### src/hw/rtl/sma_pkg.sv
// shared types and constants for the sign-magnitude alu
package sma_pkg;

   typedef enum logic [1:0] {
      OP_ADD = 2'd0,
      OP_SUB = 2'd1,
      OP_MUL = 2'd2,
      OP_DIV = 2'd3
   } op_type;

   typedef enum logic [1:0] {
      ST_OK   = 2'd0,
      ST_OVF  = 2'd1,
      ST_DIV0 = 2'd2,
      ST_BIG  = 2'd3
   } status_type;

endpackage

### src/hw/rtl/sign_magnitude_alu.sv
// sign-magnitude alu top level: add/sub front end, cell chain, output skid
// pipeline: front register, WORD_BITS-1 chain cells and one output register
// throughput: one transaction per cycle while the output skid has room; each cell does one multiply and one divide bit
// the chain advances only while the output skid has room; req_tready follows that
// reset clears valid bits of the chain and the output stage; data registers are not reset
module sign_magnitude_alu #(
   parameter int WORD_BITS = 16
) (
   input  logic        clock,
   input  logic        reset,
   input  logic        req_tvalid,
   output logic        req_tready,
   // opcode[1:0], a_sign, a_magnitude, b_sign, b_magnitude, zero pad
   input  logic [((2*WORD_BITS+2+7)/8)*8-1:0] req_tdata,
   output logic        rsp_tvalid,
   input  logic        rsp_tready,
   // result_sign, result_magnitude, remainder_sign, remainder_magnitude, status, zero pad
   output logic [((3*WORD_BITS+3+7)/8)*8-1:0] rsp_tdata
);

   localparam int M      = WORD_BITS - 1;
   localparam int OUT_W  = ((3*WORD_BITS+3+7)/8)*8;
   localparam int PAY_W  = 3*WORD_BITS + 1;

   logic [1:0]   op;
   logic         as_w, bs_w;
   logic [M-1:0] am_w, bm_w;
   logic         space, adv;

   assign op   = req_tdata[1:0];
   assign as_w = req_tdata[2];
   assign am_w = req_tdata[3 +: M];
   assign bs_w = req_tdata[3+M];
   assign bm_w = req_tdata[4+M +: M];

   // chain stalls as a whole; skid absorbs the in-flight transaction
   assign adv        = space;
   assign req_tready = space;

   // add / subtract front end
   logic          eb, same;
   logic [M:0]    sum_full;
   logic [2*M-1:0] s_mag;
   logic          s_sign;
   logic [1:0]    s_stat;

   always_comb begin
      eb       = bs_w ^ (op == sma_pkg::OP_SUB);
      same     = (as_w == eb);
      sum_full = {1'b0, am_w} + {1'b0, bm_w};
      s_stat   = sma_pkg::ST_OK;
      s_sign   = 1'b0;
      s_mag    = '0;
      if (same) begin
         s_mag  = {{M{1'b0}}, sum_full[M-1:0]};
         s_sign = as_w;
         if (sum_full[M]) begin
            s_stat = sma_pkg::ST_OVF;
         end
      end else if (am_w > bm_w) begin
         s_mag  = {{M{1'b0}}, am_w - bm_w};
         s_sign = as_w;
      end else begin
         s_mag  = {{M{1'b0}}, bm_w - am_w};
         s_sign = eb;
      end
   end

   // chain wires, index 0 is the front register
   logic           c_valid  [0:M];
   logic           c_is_div [0:M];
   logic [2*M-1:0] c_acc    [0:M];
   logic [M-1:0]   c_a      [0:M];
   logic [M-1:0]   c_b      [0:M];
   logic [M-1:0]   c_quo    [0:M];
   logic [M:0]     c_rem    [0:M];
   logic           c_as     [0:M];
   logic           c_bs     [0:M];
   logic [1:0]     c_st     [0:M];
   logic [2*M-1:0] c_sum    [0:M];
   logic           c_ss     [0:M];

   logic           f_valid_ff, f_div_ff, f_as_ff, f_bs_ff, f_ss_ff;
   logic [M-1:0]   f_a_ff, f_b_ff;
   logic [1:0]     f_st_ff, f_st_in;
   logic [2*M-1:0] f_sum_ff;

   always_comb begin
      f_st_in = s_stat;
      if (op == sma_pkg::OP_MUL) begin
         f_st_in = sma_pkg::ST_OK;
      end else if (op == sma_pkg::OP_DIV) begin
         if (bm_w == '0) begin
            f_st_in = sma_pkg::ST_DIV0;
         end else if (bm_w > am_w) begin
            f_st_in = sma_pkg::ST_BIG;
         end else begin
            f_st_in = sma_pkg::ST_OK;
         end
      end
   end

   always_ff @(posedge clock) begin
      if (reset) begin
         f_valid_ff <= 1'b0;
      end else if (adv) begin
         f_valid_ff <= req_tvalid;
      end
      if (adv) begin
         f_div_ff <= (op == sma_pkg::OP_DIV);
         f_a_ff   <= am_w;
         // add and subtract carry a zero multiplier so the product stays clear
         f_b_ff   <= (op == sma_pkg::OP_MUL || op == sma_pkg::OP_DIV) ? bm_w : '0;
         f_as_ff  <= as_w;
         f_bs_ff  <= bs_w;
         f_st_ff  <= f_st_in;
         f_sum_ff <= (op == sma_pkg::OP_MUL || op == sma_pkg::OP_DIV) ? '0 : s_mag;
         f_ss_ff  <= s_sign;
      end
   end

   assign c_valid[0]  = f_valid_ff;
   assign c_is_div[0] = f_div_ff;
   assign c_acc[0]    = '0;
   assign c_a[0]      = f_a_ff;
   assign c_b[0]      = f_b_ff;
   assign c_quo[0]    = '0;
   assign c_rem[0]    = '0;
   assign c_as[0]     = f_as_ff;
   assign c_bs[0]     = f_bs_ff;
   assign c_st[0]     = f_st_ff;
   assign c_sum[0]    = f_sum_ff;
   assign c_ss[0]     = f_ss_ff;

   // every cell holds its contents while the output skid is full
   for (genvar i = 0; i < M; i++) begin : g_chain
      sma_cell #(.MAG_BITS(M), .STEP(i)) u_cell (
         .clock       (clock),
         .reset       (reset),
         .enable      (adv),
         .up_valid    (c_valid[i]),
         .up_is_div   (c_is_div[i]),
         .up_acc      (c_acc[i]),
         .up_a        (c_a[i]),
         .up_b        (c_b[i]),
         .up_quo      (c_quo[i]),
         .up_rem      (c_rem[i]),
         .up_a_sign   (c_as[i]),
         .up_b_sign   (c_bs[i]),
         .up_status   (c_st[i]),
         .up_sum      (c_sum[i]),
         .up_sum_sign (c_ss[i]),
         .dn_valid    (c_valid[i+1]),
         .dn_is_div   (c_is_div[i+1]),
         .dn_acc      (c_acc[i+1]),
         .dn_a        (c_a[i+1]),
         .dn_b        (c_b[i+1]),
         .dn_quo      (c_quo[i+1]),
         .dn_rem      (c_rem[i+1]),
         .dn_a_sign   (c_as[i+1]),
         .dn_b_sign   (c_bs[i+1]),
         .dn_status   (c_st[i+1]),
         .dn_sum      (c_sum[i+1]),
         .dn_sum_sign (c_ss[i+1])
      );
   end

   // final assembly of the result fields
   logic [1:0]     op_st;
   logic           r_sign, q_sign;
   logic [2*M-1:0] r_mag;
   logic [M-1:0]   q_mag;
   logic [PAY_W-1:0] pay;

   always_comb begin
      op_st  = c_st[M];
      r_mag  = c_sum[M];
      r_sign = c_ss[M];
      q_mag  = '0;
      q_sign = 1'b0;
      if (c_is_div[M]) begin
         r_mag  = '0;
         r_sign = 1'b0;
         if (op_st == sma_pkg::ST_OK) begin
            r_mag  = {{M{1'b0}}, c_quo[M]};
            r_sign = c_as[M] ^ c_bs[M];
            q_mag  = c_rem[M][M-1:0];
            q_sign = c_as[M];
         end else if (op_st == sma_pkg::ST_BIG) begin
            q_mag  = c_a[M];
            q_sign = c_as[M];
         end
      end else if (c_sum[M] == '0 && c_st[M] == sma_pkg::ST_OK && c_acc[M] != '0) begin
         r_mag  = c_acc[M];
         r_sign = c_as[M] ^ c_bs[M];
      end
      if (r_mag == '0) begin
         r_sign = 1'b0;
      end
      if (q_mag == '0) begin
         q_sign = 1'b0;
      end
      pay = {op_st, q_mag, q_sign, r_mag, r_sign};
   end

   // a valid leaving the chain while the skid is full cannot occur: adv gates entry
   logic [OUT_W-1:0] out_w;

   sma_out #(.W(OUT_W)) u_out (
      .clock     (clock),
      .reset     (reset),
      .in_valid  (c_valid[M] && adv),
      .in_data   ({{(OUT_W-PAY_W){1'b0}}, pay}),
      .space     (space),
      .out_valid (rsp_tvalid),
      .out_ready (rsp_tready),
      .out_data  (out_w)
   );

   assign rsp_tdata = out_w;

endmodule

### src/hw/rtl/sma_cell.sv
// one cell of the chain: a multiply step and a restoring divide step per cycle while enabled
module sma_cell #(
   parameter int MAG_BITS = 15,
   parameter int STEP     = 0
) (
   input  logic                    clock,
   input  logic                    reset,
   input  logic                    enable,
   input  logic                    up_valid,
   input  logic                    up_is_div,
   input  logic [2*MAG_BITS-1:0]   up_acc,
   input  logic [MAG_BITS-1:0]     up_a,
   input  logic [MAG_BITS-1:0]     up_b,
   input  logic [MAG_BITS-1:0]     up_quo,
   input  logic [MAG_BITS:0]       up_rem,
   input  logic                    up_a_sign,
   input  logic                    up_b_sign,
   input  logic [1:0]              up_status,
   input  logic [2*MAG_BITS-1:0]   up_sum,
   input  logic                    up_sum_sign,
   output logic                    dn_valid,
   output logic                    dn_is_div,
   output logic [2*MAG_BITS-1:0]   dn_acc,
   output logic [MAG_BITS-1:0]     dn_a,
   output logic [MAG_BITS-1:0]     dn_b,
   output logic [MAG_BITS-1:0]     dn_quo,
   output logic [MAG_BITS:0]       dn_rem,
   output logic                    dn_a_sign,
   output logic                    dn_b_sign,
   output logic [1:0]              dn_status,
   output logic [2*MAG_BITS-1:0]   dn_sum,
   output logic                    dn_sum_sign
);

   localparam int BIT = MAG_BITS - 1 - STEP;

   logic                  valid_ff;
   logic [2*MAG_BITS-1:0] acc_in, acc_ff;
   logic [MAG_BITS-1:0]   quo_in, quo_ff;
   logic [MAG_BITS:0]     rem_in, rem_ff;
   logic [MAG_BITS:0]     shifted;
   logic [MAG_BITS:0]     trial;
   logic                  is_div_ff, a_sign_ff, b_sign_ff, sum_sign_ff;
   logic [MAG_BITS-1:0]   a_ff, b_ff;
   logic [1:0]            status_ff;
   logic [2*MAG_BITS-1:0] sum_ff;

   always_comb begin
      // multiply: add the shifted multiplicand where this multiplier bit is set
      acc_in = up_acc;
      if (up_b[STEP]) begin
         acc_in = up_acc + ({{MAG_BITS{1'b0}}, up_a} << STEP);
      end
      // divide: bring in the next dividend bit, subtract when it fits
      shifted = {up_rem[MAG_BITS-1:0], up_a[BIT]};
      trial   = shifted - {1'b0, up_b};
      quo_in  = up_quo;
      rem_in  = shifted;
      if (shifted >= {1'b0, up_b}) begin
         quo_in[BIT] = 1'b1;
         rem_in      = trial;
      end
   end

   always_ff @(posedge clock) begin
      if (reset) begin
         valid_ff <= 1'b0;
      end else if (enable) begin
         valid_ff <= up_valid;
      end
      if (enable) begin
         acc_ff      <= acc_in;
         quo_ff      <= quo_in;
         rem_ff      <= rem_in;
         is_div_ff   <= up_is_div;
         a_ff        <= up_a;
         b_ff        <= up_b;
         a_sign_ff   <= up_a_sign;
         b_sign_ff   <= up_b_sign;
         status_ff   <= up_status;
         sum_ff      <= up_sum;
         sum_sign_ff <= up_sum_sign;
      end
   end

   assign dn_valid    = valid_ff;
   assign dn_is_div   = is_div_ff;
   assign dn_acc      = acc_ff;
   assign dn_a        = a_ff;
   assign dn_b        = b_ff;
   assign dn_quo      = quo_ff;
   assign dn_rem      = rem_ff;
   assign dn_a_sign   = a_sign_ff;
   assign dn_b_sign   = b_sign_ff;
   assign dn_status   = status_ff;
   assign dn_sum      = sum_ff;
   assign dn_sum_sign = sum_sign_ff;

endmodule

### src/hw/rtl/sma_out.sv
// output stage: skid buffer holding up to two finished transactions
module sma_out #(
   parameter int W = 49
) (
   input  logic         clock,
   input  logic         reset,
   input  logic         in_valid,
   input  logic [W-1:0] in_data,
   output logic         space,
   output logic         out_valid,
   input  logic         out_ready,
   output logic [W-1:0] out_data
);

   logic [W-1:0] main_ff, skid_ff;
   logic         main_v_ff, skid_v_ff;

   // accept while the skid slot is free; pipeline holds when both are full
   assign space     = !skid_v_ff;
   assign out_valid = main_v_ff;
   assign out_data  = main_ff;

   always_ff @(posedge clock) begin
      if (reset) begin
         main_v_ff <= 1'b0;
         skid_v_ff <= 1'b0;
      end else begin
         if (!main_v_ff || out_ready) begin
            if (skid_v_ff) begin
               main_ff   <= skid_ff;
               main_v_ff <= 1'b1;
               skid_v_ff <= 1'b0;
               if (in_valid) begin
                  skid_ff   <= in_data;
                  skid_v_ff <= 1'b1;
               end
            end else begin
               main_ff   <= in_data;
               main_v_ff <= in_valid;
            end
         end else if (in_valid) begin
            skid_ff   <= in_data;
            skid_v_ff <= 1'b1;
         end
      end
   end

   assert property (@(posedge clock) disable iff (reset) skid_v_ff |-> main_v_ff)
      else $error("skid slot full while main slot empty");
   assert property (@(posedge clock) disable iff (reset)
      (out_valid && !out_ready) |=> out_valid)
      else $error("stalled result dropped");
   assert property (@(posedge clock) disable iff (reset)
      (skid_v_ff && !out_ready) |=> skid_v_ff)
      else $error("skid content lost under stall");

endmodule

### config.mk
export PLATFORM = sky130hd
export DESIGN_NAME = sign_magnitude_alu
export DESIGN_NICKNAME = d
export VERILOG_FILES = /design/src/hw/rtl/sma_pkg.sv /design/src/hw/rtl/sign_magnitude_alu.sv /design/src/hw/rtl/sma_cell.sv /design/src/hw/rtl/sma_out.sv
export SDC_FILE = /design/constraint.sdc
export NUM_CORES = 2
export LEC_CHECK = 0
export BUFFER_PORTS_ARGS = -buffer_cell sky130_fd_sc_hd__buf_2
export CAP_MARGIN = 40
export CORE_ASPECT_RATIO = 0.5
export CORE_MARGIN = 8
export CORE_UTILIZATION = 43
export DETAILED_ROUTE_END_ITERATION = 12
export GPL_TIMING_DRIVEN = 0
export PLACE_DENSITY_LB_ADDON = 0.3
export SYNTH_ARGS = -nofsm -noshare
export SYNTH_HDL_FRONTEND = slang
export SYNTH_SLANG_ARGS = --single-unit
### constraint.sdc
create_clock -name clock -period 61.3 [get_ports clock]
set_clock_uncertainty 0.1 [all_clocks]
set_input_delay 3.065 -clock clock [delete_from_list [all_inputs] [get_ports clock]]
set_output_delay 3.065 -clock clock [all_outputs]
set_load 0.02 [all_outputs]
==> impl_metrics.json <==
{
  "status": "completed",
  "cts_buffers": 157,
  "cp_slowest_cell": "nor4_2",
  "grt_pass1_vias": 45000,
  "yosys_warnings": 0,
  "cp_max_fo": 10,
  "timing.fmax_mhz": 164,
  "seq_area_um2": 48000,
  "reg2reg_slack_ns": 56.20,
  "setup_viol": 0,
  "synth_seq_cells": 1606,
  "areaGrowthSynthToFinish_pct": 12.1,
  "cts_num_sinks": 1606,
  "place_congestion": 0.886,
  "r2r-end": "g_chain[3].u_cell.dn_a[12]",
  "drc": 0,
  "worstSetupStartpointType": "input port",
  "core_um2": 177000,
  "yosys.area.top_type": "edfxtp_1",
  "cts_resized": 0,
  "finalCritPeriodShare_pct": 9.98,
  "routed_wl_um": 155000,
  "first_pass_iters": 5,
  "layout.nets": 6399,
  "power_leakage_nw": 34.7,
  "cp.arrival_ns": 6.55,
  "clkTransAtPathRegs_ns": 0.07,
  "hold_path_class": "flop to flop",
  "worstPathCellList": "buf_2, inv_1, ha_1, buf_2, nand4_1, nor4_2, a31o_2, buf_6, mux2i_1, nand3_1, a31oi_1, mux2_1",
  "die_w_um": 615,
  "row_count": 109,
  "synth_seq_area_share_pct": 62.3,
  "start_util_pct": 43.5,
  "root_buffer": "clkbuf_16",
  "htree_levels": 4,
  "ys_top_cells_by_area": "edfxtp_1, ha_1, mux2_2, inv_1, o21ai_0",
  "hold_viol_final": 0,
  "cpMostUsedCell": "buf_2",
  "synth_top_area_share_pct": 61.9,
  "grt_max_degree": 46,
  "clk_latency_ns": 0.79,
  "min_path_cells": 0,
  "reg2reg_from": "u_out.skid_v_ff",
  "vias": 44100,
  "slew_headroom_pct": 40.8,
  "rsz0062_at_grt": "false",
  "wire_per_inst_um": 18.5,
  "ir_drop_mv": 0.0219,
  "setup-tns-final_ns": 0,
  "grt_pass1_wl_um": 246000,
  "tightest_slew_ns": 0.877,
  "die-area_um2": 194000,
  "final_max_slew_viol_count": 0,
  "cts-hold-fix-buffers": 0,
  "crit_type": "input port to flop",
  "syn_area_um2": 77100,
  "drive_above_1_share_pct": 13.8,
  "die_h_um": 315,
  "yosysUniqueCellTypes": 89,
  "cts_tree": "done",
  "synth_flop_cell": "edfxtp_1",
  "cp.required_ns": 61.73,
  "reg2reg_depth": 17,
  "synth_edf_count": 1588,
  "grt.total_usage_pct": 15.6,
  "drtIter0Drc": 2735,
  "fin_crit_ns": 6.12,
  "io_buffers": 87,
  "cts_setup_buffers": 0,
  "slowest_delay_ns": 0.61,
  "viasPerCell": 5.28,
  "p_per_area_nw_per_um2": 44.2,
  "hold_end": "g_chain[12].u_cell.dn_acc[11]",
  "antenna_found_initial": 9,
  "final_cell_area_um2": 86400,
  "multiInputGateArea_um2": 26500,
  "globalRoute.totalOverflow": 0,
  "place_hpwl_um": 118000,
  "ys_async_sr_fraction_pct": 0,
  "cts_buffer_depth": 4,
  "end_kind": "flop",
  "dpl_cell_area_um2": 81500,
  "maxCapViolCount": 0,
  "n_fill_cell": 15000,
  "worstHoldStart": "g_chain[11].u_cell.dn_acc[11]",
  "ant_nets": 0,
  "io_pins": 102,
  "syn_inst": 5553,
  "avgSynthCellArea_um2": 13.9
}
-- kinds of logic (layout without fill, tap and decap cells) --
logic type	after synthesis	count (layout)	synth area share [%]
flip-flops	1606	1606	62.3
AND/OR/NAND/NOR	1198	1198	8.14
AO/OA/AOI/OAI	1068	1068	9.73
buffers and inverters	581	991	3.36
adder cells (fa/ha/maj)	497	497	8.37
multiplexers	358	358	5.28
XOR/XNOR	244	244	2.77
other	1	9	0.00487
-- cells in the mapped netlist, drive strengths merged, types with 36 or more instances --
library cell,count
mux2i,54
xnor2,127
o31ai,85
nor2b,67
clkbuf,46
nor3,110
and3,40
or3,36
a31oi,75
o21ai,257
ha,466
nand2,212
inv,464
nor2,271
o21a,36
nand4,46
a21oi,183
nor4,41
nand3b,49
edfxtp,1588
nand3,155
buf,62
xor2,117
and2,96
mux2,304
a21o,97
-- layer usage --
metal / global-route usage, % / wire (µm) / part of all wire (%) / vias to the layer above
li1: - / - / - / 21700
met1: 19.8 / 69500 / 45 / 21200
met2: 27.4 / 74600 / 48 / 921
met3: 2.56 / 5950 / 3.8 / 326
met4: 5.06 / 4750 / 3.1 / 6
met5: 0 / 42 / 0.027 / -
-- critical path: cells and delay by family --
family          cells  cell delay (ns)
mux                 2             0.69
buf+inv             4             0.79
fa+ha+maj           1             0.27
compound gates      2             0.73
simple gates        3             0.95
-- stage by stage --
step / instances / util [%] / power [W] / hold slack, ns / setup slack, ns
floorplan: 5559 / - / 0.00258 / 0.300 / 14.59
global placement: 8032 / 45.4 / 0.00285 / 0.303 / 0.0917
detailed placement: 8085 / 46.0 / 0.00289 / 0.305 / 54.42
CTS: 8355 / 48.7 / 0.00385 / 0.296 / 55.26
global route: 8356 / 48.7 / 0.00404 / 0.305 / 55.08
finish: 8357 / 48.7 / 0.00382 / 0.298 / 55.18
-- area by class of cell --
type / count / area share (%)
antenna: 2 / 0.00579
inverter: 473 / 2.06
clock inverter: 90 / 0.959
clock buffer: 180 / 4.70
tap: 2386 / 3.46
timing repair buffer: 140 / 1.63
multi-input combinational: 3372 / 30.6
sequential: 1606 / 55.6
buffer: 108 / 0.942
-- report_power, final --
part	internal, W	switching, W	total, W
Sequential	0.00151	0.000118	0.00163
Combinational	0.000589	0.000663	0.00125
Clock	0.000537	0.000397	0.000934
-- registers in the layout (all words and copies together) (netlist names), 30 cells and up --
name and cells:
g_chain.u_cell.dn_acc 344, g_chain.u_cell.dn_a 225, g_chain.u_cell.dn_rem 225, g_chain.u_cell.dn_sum 225, g_chain.u_cell.dn_b 210, g_chain.u_cell.dn_quo 120
u_out.out_data 49, u_out.skid_ff 49, g_chain.u_cell.dn_status 30
-- cell usage in the layout, fill, tap and decap left out, types with 46 or more instances in the layout --
cell type / count
buf_2: 97
inv_1: 464
nor2b_1: 53
buf_12: 53
nand4_1: 46
nand3_1: 155
a21oi_1: 183
nor3_1: 99
mux2_2: 273
a31oi_1: 75
a21o_1: 97
xor2_1: 117
xnor2_1: 127
nand2_1: 212
o21ai_0: 239
clkbuf_1: 67
nand3b_1: 49
clkbuf_16: 159
ha_1: 466
and2_1: 82
mux2i_1: 54
o31ai_1: 72
nor2_1: 270
edfxtp_1: 1588
-- worst max-delay path by stage --
stage / start / to / slack [ns] / cells after the start
floorplan: u_out.skid_v_ff / u_out.out_data[38] / 14.59 / 5
global placement: u_out.skid_v_ff / req_tready / 0.09 / 5
detailed placement: req_tdata[10] / f_sum_ff[9] / 54.42 / 12
CTS: req_tdata[10] / f_sum_ff[9] / 55.26 / 12
global route: req_tdata[10] / f_sum_ff[9] / 55.08 / 12
finish: req_tdata[10] / f_sum_ff[9] / 55.18 / 12
Note: power is estimated with default switching activity, not from simulation.
